==> src/rtl/pcic_pkg.sv <==
// Types and constants of the per-CPU interrupt controller.
package pcic_pkg;

  // Operation codes of a request.
  localparam logic [1:0] OP_READ  = 2'd0;
  localparam logic [1:0] OP_WRITE = 2'd1;
  localparam logic [1:0] OP_RAISE = 2'd2;
  localparam logic [1:0] OP_ACK   = 2'd3;

  // Register selector codes.
  localparam logic [2:0] REG_CONTROL   = 3'd0;
  localparam logic [2:0] REG_IPI_MASK  = 3'd1;
  localparam logic [2:0] REG_IPI_VALUE = 3'd2;
  localparam logic [2:0] REG_IPI_LOCK  = 3'd3;
  localparam logic [2:0] REG_MSG_HIGH  = 3'd4;
  localparam logic [2:0] REG_MSG_LOW   = 3'd5;

  // Active field sits in bits 20:17 of a control word; the keep mask clears bits 31:17.
  localparam int unsigned ACTIVE_SHIFT  = 17;
  localparam logic [31:0] LOW_KEEP_MASK = 32'h0001_FFFF;

  // Reset value of the active CPU count.
  localparam logic [5:0] ACTIVE_CPUS_RESET = 6'd1;

  // One request item.
  typedef struct packed {
    logic [1:0]  opcode;
    logic [4:0]  cpu_id;
    logic [2:0]  reg_select;
    logic [4:0]  msg_cpu;
    logic [31:0] write_data;
    logic [3:0]  irq_number;
  } req_item_t;

  // One result item.
  typedef struct packed {
    logic [31:0] read_data;
    logic [31:0] cpu_lines;
  } rsp_item_t;

  // Contents of the input register.
  typedef struct packed {
    logic      valid;
    req_item_t item;
  } step_t;

endpackage

==> src/rtl/pcic_in_stage.sv <==
// Input register of the interrupt controller pipeline.
module pcic_in_stage import pcic_pkg::*; (
  input  logic      clk,
  input  logic      rst,
  input  logic      req_valid,
  output logic      req_stall,
  input  req_item_t req,
  input  logic      free,
  output step_t     step
);

  logic      hold;
  logic      accept;
  logic      step_valid;
  req_item_t step_item;

  // The held item waits only while the result register cannot take its result.
  assign hold      = step_valid && !free;
  assign req_stall = hold;
  assign accept    = req_valid && !hold;

  assign step = '{valid: step_valid, item: step_item};

  // Valid flag of the input register.
  always_ff @(posedge clk) begin
    if (rst) begin
      step_valid <= 1'b0;
    end else begin
      step_valid <= accept || hold;
    end
  end

  // Payload is captured on each transfer.
  always_ff @(posedge clk) begin
    if (accept) begin
      step_item <= req;
    end
  end

endmodule

==> src/rtl/pcic_core.sv <==
// Controller state and the single-pass update logic for one request.
module pcic_core import pcic_pkg::*; #(
  parameter int NUM_CPUS = 4,
  parameter int IPI_IRQ  = 12
) (
  input  logic       clk,
  input  logic       rst,
  input  logic       advance,
  input  req_item_t  item,
  input  logic [5:0] active_cpus,
  output rsp_item_t  result
);

  localparam logic [3:0] IPI_NUM = 4'(IPI_IRQ);

  logic [31:0] control_word [NUM_CPUS];
  logic [15:0] pending_bits [NUM_CPUS];
  logic [NUM_CPUS-1:0] line_up;
  logic [31:0] msg_high [NUM_CPUS];
  logic [31:0] msg_low  [NUM_CPUS];
  logic [31:0] ipi_mask;
  logic [31:0] ipi_value;
  logic [31:0] ipi_lock;

  logic [31:0] control_word_next [NUM_CPUS];
  logic [15:0] pending_bits_next [NUM_CPUS];
  logic [NUM_CPUS-1:0] line_up_next;

  logic        is_write;
  logic [31:0] mask_diff;
  logic [31:0] value_diff;
  logic [31:0] mask_low;
  logic [31:0] value_low;
  logic        ipi_raise;
  logic        ipi_ack;
  logic [3:0]  raise_irq;
  logic [3:0]  ack_irq;
  logic [15:0] raise_bit;
  logic [15:0] ack_bit;
  logic        raise_hit;
  logic        ack_hit;
  logic        ctl_hit;
  logic [31:0] ctl_rd;
  logic [31:0] mhi_rd;
  logic [31:0] mlo_rd;
  logic [31:0] rdata;

  // Decode of the IPI register writes: the changed bit that is lowest picks the CPU.
  always_comb begin
    is_write   = item.opcode == OP_WRITE;
    mask_diff  = ipi_mask ^ item.write_data;
    value_diff = ipi_value ^ item.write_data;
    mask_low   = mask_diff & (~mask_diff + 32'd1);
    value_low  = value_diff & (~value_diff + 32'd1);
    ipi_raise  = is_write && item.reg_select == REG_IPI_MASK && (|mask_diff)
                 && (|(item.write_data & mask_diff)) && (|(ipi_value & mask_diff));
    ipi_ack    = is_write && item.reg_select == REG_IPI_VALUE
                 && (|(ipi_value & value_diff));
    raise_irq  = (item.opcode == OP_RAISE) ? item.irq_number : IPI_NUM;
    ack_irq    = (item.opcode == OP_ACK) ? item.irq_number : IPI_NUM;
    raise_bit  = 16'd1 << raise_irq;
    ack_bit    = 16'd1 << ack_irq;
  end

  // Per-CPU next state; at most one event touches a CPU per request.
  always_comb begin
    raise_hit = 1'b0;
    ack_hit   = 1'b0;
    ctl_hit   = 1'b0;
    for (int c = 0; c < NUM_CPUS; c++) begin
      control_word_next[c] = control_word[c];
      pending_bits_next[c] = pending_bits[c];
      line_up_next[c]      = line_up[c];
      raise_hit = (item.opcode == OP_RAISE && 6'(c) < active_cpus)
                  || (ipi_raise && mask_low[c]);
      ack_hit   = (item.opcode == OP_ACK && item.cpu_id == 5'(c))
                  || (ipi_ack && value_low[c]);
      ctl_hit   = is_write && item.reg_select == REG_CONTROL
                  && item.cpu_id == 5'(c);
      if (ctl_hit) begin
        control_word_next[c] = item.write_data;
        if (item.write_data[0] && (|(pending_bits[c] & item.write_data[15:0]))) begin
          line_up_next[c] = 1'b1;
        end
      end else if (raise_hit) begin
        pending_bits_next[c] = pending_bits[c] | raise_bit;
        if (|(control_word[c][15:0] & raise_bit)) begin
          control_word_next[c] = control_word[c]
                                 | (32'(raise_irq) << ACTIVE_SHIFT);
          line_up_next[c] = 1'b1;
        end
      end else if (ack_hit && control_word[c][0]) begin
        control_word_next[c] = control_word[c] & LOW_KEEP_MASK;
        pending_bits_next[c] = pending_bits[c] & ~ack_bit;
        line_up_next[c]      = |(pending_bits[c] & ~ack_bit);
      end
    end
  end

  // Read paths of the per-CPU registers, an and-or select over the CPUs.
  always_comb begin
    ctl_rd = '0;
    mhi_rd = '0;
    mlo_rd = '0;
    for (int c = 0; c < NUM_CPUS; c++) begin
      if (item.cpu_id == 5'(c)) begin
        ctl_rd = ctl_rd | control_word[c];
      end
      if (item.msg_cpu == 5'(c) && 6'(c) < active_cpus) begin
        mhi_rd = mhi_rd | msg_high[c];
        mlo_rd = mlo_rd | msg_low[c];
      end
    end
  end

  // Result of the request.
  always_comb begin
    rdata = '0;
    if (item.opcode == OP_READ) begin
      case (item.reg_select)
        REG_CONTROL:   rdata = ctl_rd;
        REG_IPI_MASK:  rdata = ipi_mask;
        REG_IPI_VALUE: rdata = ipi_value;
        REG_IPI_LOCK:  rdata = ipi_lock;
        REG_MSG_HIGH:  rdata = mhi_rd;
        REG_MSG_LOW:   rdata = mlo_rd;
        default:       rdata = '0;
      endcase
    end
    result.read_data = rdata;
    result.cpu_lines = '0;
    for (int c = 0; c < NUM_CPUS; c++) begin
      result.cpu_lines[c] = line_up_next[c];
    end
  end

  // State registers, updated once for each request that leaves the input register.
  always_ff @(posedge clk) begin
    if (rst) begin
      for (int c = 0; c < NUM_CPUS; c++) begin
        control_word[c] <= '0;
        pending_bits[c] <= '0;
        msg_high[c]     <= '0;
        msg_low[c]      <= '0;
      end
      line_up   <= '0;
      ipi_mask  <= '0;
      ipi_value <= '0;
      ipi_lock  <= '0;
    end else if (advance) begin
      for (int c = 0; c < NUM_CPUS; c++) begin
        control_word[c] <= control_word_next[c];
        pending_bits[c] <= pending_bits_next[c];
        if (is_write && item.msg_cpu == 5'(c) && 6'(c) < active_cpus) begin
          if (item.reg_select == REG_MSG_HIGH) begin
            msg_high[c] <= item.write_data;
          end
          if (item.reg_select == REG_MSG_LOW) begin
            msg_low[c] <= item.write_data;
          end
        end
      end
      line_up <= line_up_next;
      if (is_write && item.reg_select == REG_IPI_MASK) begin
        ipi_mask <= item.write_data;
      end
      if (is_write && item.reg_select == REG_IPI_VALUE) begin
        ipi_value <= item.write_data;
      end
      if (is_write && item.reg_select == REG_IPI_LOCK) begin
        ipi_lock <= item.write_data;
      end
    end
  end

endmodule

==> src/rtl/pcic_out_stage.sv <==
// Result register of the interrupt controller pipeline.
module pcic_out_stage import pcic_pkg::*; (
  input  logic      clk,
  input  logic      rst,
  input  logic      load,
  input  rsp_item_t result,
  output logic      free,
  output logic      rsp_valid,
  input  logic      rsp_stall,
  output rsp_item_t rsp
);

  // The register can take a new result when empty or when its content leaves now.
  assign free = !rsp_valid || !rsp_stall;

  always_ff @(posedge clk) begin
    if (rst) begin
      rsp_valid <= 1'b0;
    end else if (load) begin
      rsp_valid <= 1'b1;
    end else if (!rsp_stall) begin
      rsp_valid <= 1'b0;
    end
  end

  always_ff @(posedge clk) begin
    if (load) begin
      rsp <= result;
    end
  end

endmodule

==> src/rtl/per_cpu_interrupt_controller_with_ipi.sv <==
// Per-CPU interrupt controller with inter-processor interrupts: top level.
//
// Request channel (req_valid, req_stall, req): one bus read, bus write, irq raise or
// acknowledge per transfer. Every request gives exactly one result on the response
// channel (rsp_valid, rsp_stall, rsp): the read data and the state of all CPU lines.
// A request taken into the input register waits there until the result register can
// take its result; then the update logic writes the state and the result register at
// once, and rsp_valid rises.
// Throughput is one request per cycle while rsp_stall is low, set by the single pass of update logic.
// While the result register is full and stalled, one more request is taken into the
// input register; after that req_stall stays high until the result is taken.
// The configuration channel (cfg_valid, cfg_ready, cfg_data) writes the number of
// active CPUs; it is always ready and is meant to be used only while no request
// is in flight.
// Synchronous reset clears all controller state, empties both pipeline registers
// and sets the active CPU count to one.
module per_cpu_interrupt_controller_with_ipi import pcic_pkg::*; #(
  parameter int NUM_CPUS = 4,
  parameter int IPI_IRQ  = 12
) (
  input  logic       clk,
  input  logic       rst,
  input  logic       req_valid,
  output logic       req_stall,
  input  req_item_t  req,
  output logic       rsp_valid,
  input  logic       rsp_stall,
  output rsp_item_t  rsp,
  input  logic       cfg_valid,
  output logic       cfg_ready,
  input  logic [5:0] cfg_data
);

  step_t      step;
  logic       free;
  logic       advance;
  rsp_item_t  result;
  logic [5:0] active_cpus;

  // Active CPU count register.
  assign cfg_ready = 1'b1;

  always_ff @(posedge clk) begin
    if (rst) begin
      active_cpus <= ACTIVE_CPUS_RESET;
    end else if (cfg_valid && cfg_ready) begin
      active_cpus <= cfg_data;
    end
  end

  // The held request is processed when the result register can take its result.
  assign advance = step.valid && free;

  pcic_in_stage u_in_stage (
    .clk       (clk),
    .rst       (rst),
    .req_valid (req_valid),
    .req_stall (req_stall),
    .req       (req),
    .free      (free),
    .step      (step)
  );

  pcic_core #(
    .NUM_CPUS (NUM_CPUS),
    .IPI_IRQ  (IPI_IRQ)
  ) u_core (
    .clk         (clk),
    .rst         (rst),
    .advance     (advance),
    .item        (step.item),
    .active_cpus (active_cpus),
    .result      (result)
  );

  pcic_out_stage u_out_stage (
    .clk       (clk),
    .rst       (rst),
    .load      (advance),
    .result    (result),
    .free      (free),
    .rsp_valid (rsp_valid),
    .rsp_stall (rsp_stall),
    .rsp       (rsp)
  );

endmodule

==> config.mk <==
export PLATFORM = sky130hd
export DESIGN_NAME = per_cpu_interrupt_controller_with_ipi
export DESIGN_NICKNAME = d
export VERILOG_FILES = /design/src/rtl/pcic_pkg.sv /design/src/rtl/pcic_in_stage.sv /design/src/rtl/pcic_core.sv /design/src/rtl/pcic_out_stage.sv /design/src/rtl/per_cpu_interrupt_controller_with_ipi.sv
export SDC_FILE = /design/constraint.sdc
export NUM_CORES = 1
export LEC_CHECK = 0
export BUFFER_PORTS_ARGS = -buffer_cell sky130_fd_sc_hd__clkbuf_2
export CORE_UTILIZATION = 40
export CTS_BUF_LIST = sky130_fd_sc_hd__clkbuf_16
export DETAILED_ROUTE_END_ITERATION = 7
export HOLD_SLACK_MARGIN = 0.15
export PLACE_DENSITY = 0.64
export RECOVER_POWER = 25
export SKIP_CTS_REPAIR_TIMING = 1
export SYNTH_ARGS = -nofsm -noshare
export SYNTH_HDL_FRONTEND = slang
export SYNTH_SLANG_ARGS = --single-unit
==> constraint.sdc <==
create_clock -name clk -period 4.9 [get_ports clk]
set_input_delay 1.47 -clock clk [delete_from_list [all_inputs] [get_ports clk]]
set_output_delay 1.47 -clock clk [all_outputs]
set_load 0.01 [all_outputs]
==> summary.txt, run 1 <==
Worst Path Buf+Inv = 3
Global placement routability congestion = 0.9368
Max-cap violations = 5
RSZ-0062 raised after global routing = no
Fin nets = 2980
Synth Area in Compound Gates = 14.19%
CP startpoint kind = input pin
Period utilization = 84.48%
Wire per inst = 26.62 um
Failing checks = capacitance limit, slew limit
First-pass GRT wire length = 153800 um
CTS buffer count = 73
Drt via density = 6.049
Post-synthesis register bit count = 643
DR pass1 iterations = 6
Share of cells above drive strength 1 = 11.39%
Simple-gate share of the synthesized area = 17.74%
Pin count of the biggest net entering global routing = 107
Tightest Pin Transition = 2.025 ns
P_leak = 11.74 nW
GRT Util Overall = 26.54%
Design Power = 12.48 mW
Post-synth cell types = 81
IO Count = 129
Final ANT Viol Nets = 0
Syn_area_per_cell = 10.84 um2
Largest family of logic cells by synthesized area = simple AND/OR/NAND/NOR gates
XOR/XNOR Fraction of Synth Area = 0%
Number of global-route vias before repair = 22919
CP peak stage delay = 1.48 ns
Synthesized instance count = 2862
Dpl ws = 0.8298 ns
Clock Skew = 0.03212 ns
Multiplexer share of the synthesized area = 3.090%
Initial Util = 40.64%
Tmin final = 4.140 ns
Worst Hold Class = reg -> reg
Clock tree buffer depth = 3
H-tree depth = 3
Crit path kind = in -> reg
Synth Warn # = 0
Die height = 280.5 um
CP max-delay cell = clkbuf_2
CP Data Arrival Time = 4.65 ns
Routed wire length = 105700 um
Slew Limit Fails = 241
Total number of vias = 24025
Status = finished with violations
Design Area, Final = 34980 um2
Seq. cell area = 18230 um2
Setup Viol. Count Final = 0
Clk root buf = clkbuf_16
GRT overflow = 0
Synthesized area = 31020 um2
Fill cells = 7044
Top FF cell, synth = edfxtp_1
Met2 WL = 48260 um
M1 WL = 43120 um
# diodes = 0
CP required = 5.41 ns
Die area = 78670 um2
DRC viols = 0
Clock sinks = 643
Final WS setup = 0.7603 ns
Post-synthesis adder-cell area fraction = 1.452%
Port Buffers = 99
Power Dens Cells = 356.9 nW/um2
Chip Width = 280.5 um
Worst-skew pair later-pin latency = 0.65 ns
Crit end category = register
Multi-input logic area = 11590 um2
Core area = 76330 um2
Dpl hpwl = 68930 um
Worst-path clk slew = 0.06 ns
TritonCTS clock tree = built
Met3 routed WL = 9615 um
Most used cell, CP = clkbuf_2
Critical path peak fanout = 89
Row count = 101
Max-slew headroom = -35.02%
Starting DRC count in detailed routing = 3390
Top layer in use = met5
VDD IR max = 0.2359 mV
EDFF count, synth = 535
Final Hold Fails = 0
Top delay family on crit path = buffers and inverters
Post-synthesis sequential area ratio = 58.76%
CP Cell Sequence = clkbuf_2 -> buf_12 -> clkbuf_2 -> a311o_1 -> a21oi_1
Syn-to-layout area delta = 12.76%
Max Clk Rate = 241.6 MHz
Post-Route Hold Slack = 0.4543 ns
Setup TNS = 0 ns
Async S/R FF share, synth = 0%
DP Area = 32730 um2
Initial antenna violation count = 6
## logic make-up (layout without fill, tap and decap cells)
kind of cell	Yosys count	in the layout
simple gates	1075	1075
compound gates	672	672
flops	643	643
buf+inv	342	395
mux	92	92
fa+ha+maj	36	36
other cells	2	29
## cell usage in the layout, fill, tap and decap left out, types with 29 or more instances in the layout
cell type / count
dfxtp_1: 108
o22ai_1: 34
buf_4: 91
ha_1: 36
nor2b_1: 50
conb_1: 29
a22oi_1: 210
clkbuf_2: 57
edfxtp_1: 535
mux2i_1: 83
clkbuf_1: 49
inv_1: 66
a21oi_1: 219
nand2_1: 350
nor4_1: 102
clkbuf_16: 74
and2_1: 224
o21ai_0: 91
nor3_1: 84
nor2_1: 133
## worst min-delay path: cells and delay by family (launching register included)
kind             cells  cell delay (ns)
flip-flops           1             0.31
AO/OA/AOI/OAI        1             0.05
AND/OR/NAND/NOR      1             0.05
## state kept, by name (all words and copies together) (netlist names)
signal and cells:
active_cpus 6, u_core.control_word 128, u_core.ipi_lock 32, u_core.ipi_mask 32, u_core.ipi_value 32, u_core.line_up 4, u_core.msg_high 128, u_core.msg_low 128
u_core.pending_bits 64, u_in_stage.step 51, u_in_stage.step_valid 1, u_out_stage.rsp 36, u_out_stage.rsp_valid 1
## metal layers
layer  GRT usage [%]  vias up
met2           41.76     1318
met1           36.18    11923
met4           11.03        4
met3           4.513      236
met5               0        -
li1                -    10544
## where the power goes
group	total (mW)	switching (mW)	leakage, nW	internal (mW)
Sequential	6.24	0.145	6.36	6.10
Clock	5.44	2.39	1.20	3.05
Combinational	0.802	0.590	4.18	0.212
## path summary, 6_finish.rpt
kind	from	end	slack (ns)	depth (start not counted)
setup / recovery	rst	u_core.line_up[0]$_SDFFE_PP0P_	0.76	5
hold / removal	u_core.ipi_mask[18]$_SDFFE_PP0P_	u_core.ipi_mask[18]$_SDFFE_PP0P_	0.45	2
setup reg to reg	u_in_stage.step[4]$_DFFE_PP_	u_core.control_word[3][25]$_SDFFCE_PN0P_	1.10	9
hold reg to reg	u_core.ipi_mask[18]$_SDFFE_PP0P_	u_core.ipi_mask[18]$_SDFFE_PP0P_	0.45	2
## area by class of cell
class                           instances  share of cell area [%]
Sequential cell                       643                   52.11
Timing Repair Buffer                  205                   3.752
Inverter                               55                  0.5902
Tap cell                             1030                   3.684
Clock inverter                         61                   1.431
Multi-Input combinational cell       1904                   33.14
Clock buffer                           74                   5.294
## per-stage QoR
| step | util, % | std cells |
|---|---|---|
| floorplan | - | 2889 |
| global placement | 42.88 | 3837 |
| detailed placement | 42.88 | 3837 |
| CTS | 45.97 | 3972 |
| global route | 45.83 | 3972 |
| finish | 45.83 | 3972 |
## synthesized netlist by cell type, types with 5 or more instances
master | number | area, um2
or2_2 | 8 | 50.05
and3_1 | 5 | 31.28
o22ai_1 | 34 | 212.7
nand2b_1 | 13 | 81.33
o21bai_1 | 9 | 67.56
and4_1 | 5 | 43.79
mux2_2 | 5 | 56.30
nor2_1 | 135 | 506.7
a22oi_1 | 210 | 1577
a221oi_1 | 14 | 122.6
a22o_1 | 14 | 122.6
nor2b_1 | 52 | 325.3
nor3_1 | 89 | 445.4
nand4_1 | 19 | 118.9
or3_1 | 8 | 50.05
nand2_1 | 350 | 1314
a21o_1 | 5 | 37.54
buf_4 | 37 | 277.8
dfxtp_1 | 108 | 2162
o21ai_1 | 6 | 30.03
a21oi_1 | 219 | 1096
and2_1 | 242 | 1514
nor4_1 | 102 | 638.1
a31oi_1 | 8 | 50.05
nand3_1 | 15 | 75.07
a2111oi_0 | 11 | 96.34
a32oi_1 | 9 | 78.83
buf_1 | 10 | 37.54
ha_1 | 36 | 450.4
o21ai_0 | 91 | 455.4
nor3_2 | 7 | 70.07
inv_1 | 52 | 195.2
edfxtp_1 | 535 | 16070
clkbuf_1 | 212 | 795.8
mux2i_1 | 83 | 830.8
buf_2 | 26 | 130.1
No activity file was read; power rests on OpenSTA's default activity.
==> run 2: changes to the inputs <==
--- a/config.mk
+++ b/config.mk
@@ -10,7 +10,7 @@
 export CTS_BUF_LIST = sky130_fd_sc_hd__clkbuf_16
 export DETAILED_ROUTE_END_ITERATION = 7
 export HOLD_SLACK_MARGIN = 0.15
-export PLACE_DENSITY = 0.64
+export PLACE_DENSITY = 0.66
 export RECOVER_POWER = 25
 export SKIP_CTS_REPAIR_TIMING = 1
 export SYNTH_ARGS = -nofsm -noshare
==> constraint.sdc (replaced) <==
create_clock -name clk -period 3.6 [get_ports clk]
set_input_delay 1.08 -clock clk [delete_from_list [all_inputs] [get_ports clk]]
set_output_delay 1.08 -clock clk [all_outputs]
set_load 0.01 [all_outputs]
==> run 2 against run 1 <==
  * The run still ends with capacitance limit, slew limit left
  * Clock power is 25% higher
  * Cell count is 1.6% higher
  * Critical path depth is 1 lower
  * Largest cell class unchanged
  * Core utilization is 0.53 points higher
  * Clock-buffer cell count stayed put
  * Non-clock buffer count is 72 higher
  * Critical endpoint is now u_core.control_word[2][6]$_SDFFCE_PN0P_
  * First-iteration DRC count is 2.6% higher
==> summary.txt, run 2 (synthesis gave the netlist of run 1 again) <==
Status = finished with violations
Failing checks = capacitance limit, slew limit
Top delay family on crit path = buffers and inverters
Most frequent cells in the layout = edfxtp_1, nand2_1, and2_1
Final Hold Fails = 0
VDD IR max = 0.3401 mV
H-tree depth = 3
RSZ-0062 raised after global routing = no
DRC viols = 0
P_leak = 12.06 nW
DR pass1 iterations = 6
Crit path kind = in -> reg
Tightest Pin Transition = 1.975 ns
Setup TNS = 0 ns
Global placement routability congestion = 0.9475
Max Clk Rate = 288.5 MHz
GRT Util Overall = 25.44%
Slew Limit Fails = 77
CP startpoint kind = input pin
Multi-input logic area = 11600 um2
Clk root buf = clkbuf_16
Port Buffers = 99
IO Count = 129
Final ANT Viol Nets = 0
CP max-delay cell = clkbuf_1
Dpl ws = 0.3049 ns
Seq. cell area = 18230 um2
Crit end category = register
Wire per inst = 25.02 um
Regs by FF count = u_core.control_word (128), u_core.msg_high (128), u_core.msg_low (128)
Worst-path clk slew = 0.05 ns
Row count = 101
Worst-skew pair later-pin latency = 0.63 ns
Initial antenna violation count = 3
Total number of vias = 24283
Power Dens Cells = 463.8 nW/um2
Post-Layout Cell Count = 4037
CP Data Arrival Time = 3.75 ns
Period utilization = 96.28%
Drt via density = 6.015
Worst Hold Class = reg -> reg
Clock tree buffer depth = 3
Tmin final = 3.466 ns
Die area = 78670 um2
Final WS setup = 0.1340 ns
Die height = 280.5 um
CP peak stage delay = 1.38 ns
First-pass GRT wire length = 149000 um
Dpl hpwl = 67070 um
Syn-to-layout area delta = 14.06%
Initial Util = 40.64%
CP Cell Sequence = clkbuf_1 -> nand2b_4 -> nor2_1 -> or2_2
Chip Width = 280.5 um
Worst Path Buf+Inv = 1
CTS buffer count = 70
Max-slew headroom = -31.64%
TritonCTS clock tree = built
Number of global-route vias before repair = 23164
Fill cells = 7024
Clock sinks = 643
Most common cell after layout, fill and taps aside = edfxtp_1
Pin count of the biggest net entering global routing = 113
GRT overflow = 0
Placed insts = 3909
Clock Skew = 0.03444 ns
Starting DRC count in detailed routing = 3478
Fin nets = 3049
Core area = 76330 um2
Max-cap violations = 2
Share of cells above drive strength 1 = 12.60%
Util after Layout = 46.35%
Setup Viol. Count Final = 0
CP required = 3.89 ns
Critical path peak fanout = 29
# diodes = 0
Routed wire length = 101000 um
run 2: layout make-up:
cell class / count / area share [%]
sequential: 643 / 51.52
clock buffer: 74 / 5.234
tap: 1030 / 3.642
timing repair buffer: 277 / 5.421
clock inverter: 54 / 0.8204
inverter: 55 / 0.5835
multi-input combinational: 1904 / 32.78
run 2: power by group:
| group | leakage, nW | switching [mW] | internal, mW |
|---|---|---|---|
| Combinational | 4.54 | 0.816 | 0.325 |
| Clock | 1.16 | 2.97 | 3.84 |
| Sequential | 6.36 | 0.158 | 8.30 |
| Total | 12.1 | 3.94 | 12.5 |
run 2: worst paths after layout:
check / start / end / slack (ns) / cells past startpoint
max: rst / u_core.control_word[2][6]$_SDFFCE_PN0P_ / 0.13 / 4
min: u_core.ipi_mask[14]$_SDFFE_PP0P_ / u_core.ipi_mask[14]$_SDFFE_PP0P_ / 0.45 / 2
max reg2reg: u_in_stage.step[7]$_DFFE_PP_ / u_core.control_word[0][20]$_SDFFCE_PN0P_ / 0.22 / 9
min reg2reg: u_core.ipi_mask[14]$_SDFFE_PP0P_ / u_core.ipi_mask[14]$_SDFFE_PP0P_ / 0.45 / 2
run 2: metrics by stage:
step	cell area (um2)	hold WS (ns)	power, mW
finish	35380	0.4526	16.41
global route	35380	0.4703	16.83
CTS	35480	0.4544	16.47
detailed placement	33340	0.4465	9.726
global placement	33340	0.4414	9.712
floorplan	31130	0.4363	9.218
run 2: worst reg2reg max path: cells and delay by family, from the launching register on:
family                     cells  cell delay (ns)
AOI/OAI and AO/OA              4             1.41
and+or+nand+nor                4             0.79
DFF                            1             0.50
adders and majority gates      1             0.36
run 2: metal layers:
metal	up-vias	wire, um	global-route usage [%]
met5	-	41	0
met4	6	4285	9.962
met3	282	10520	5.729
met2	1432	44770	38.89
met1	11881	41400	34.95
li1	10682	-	-
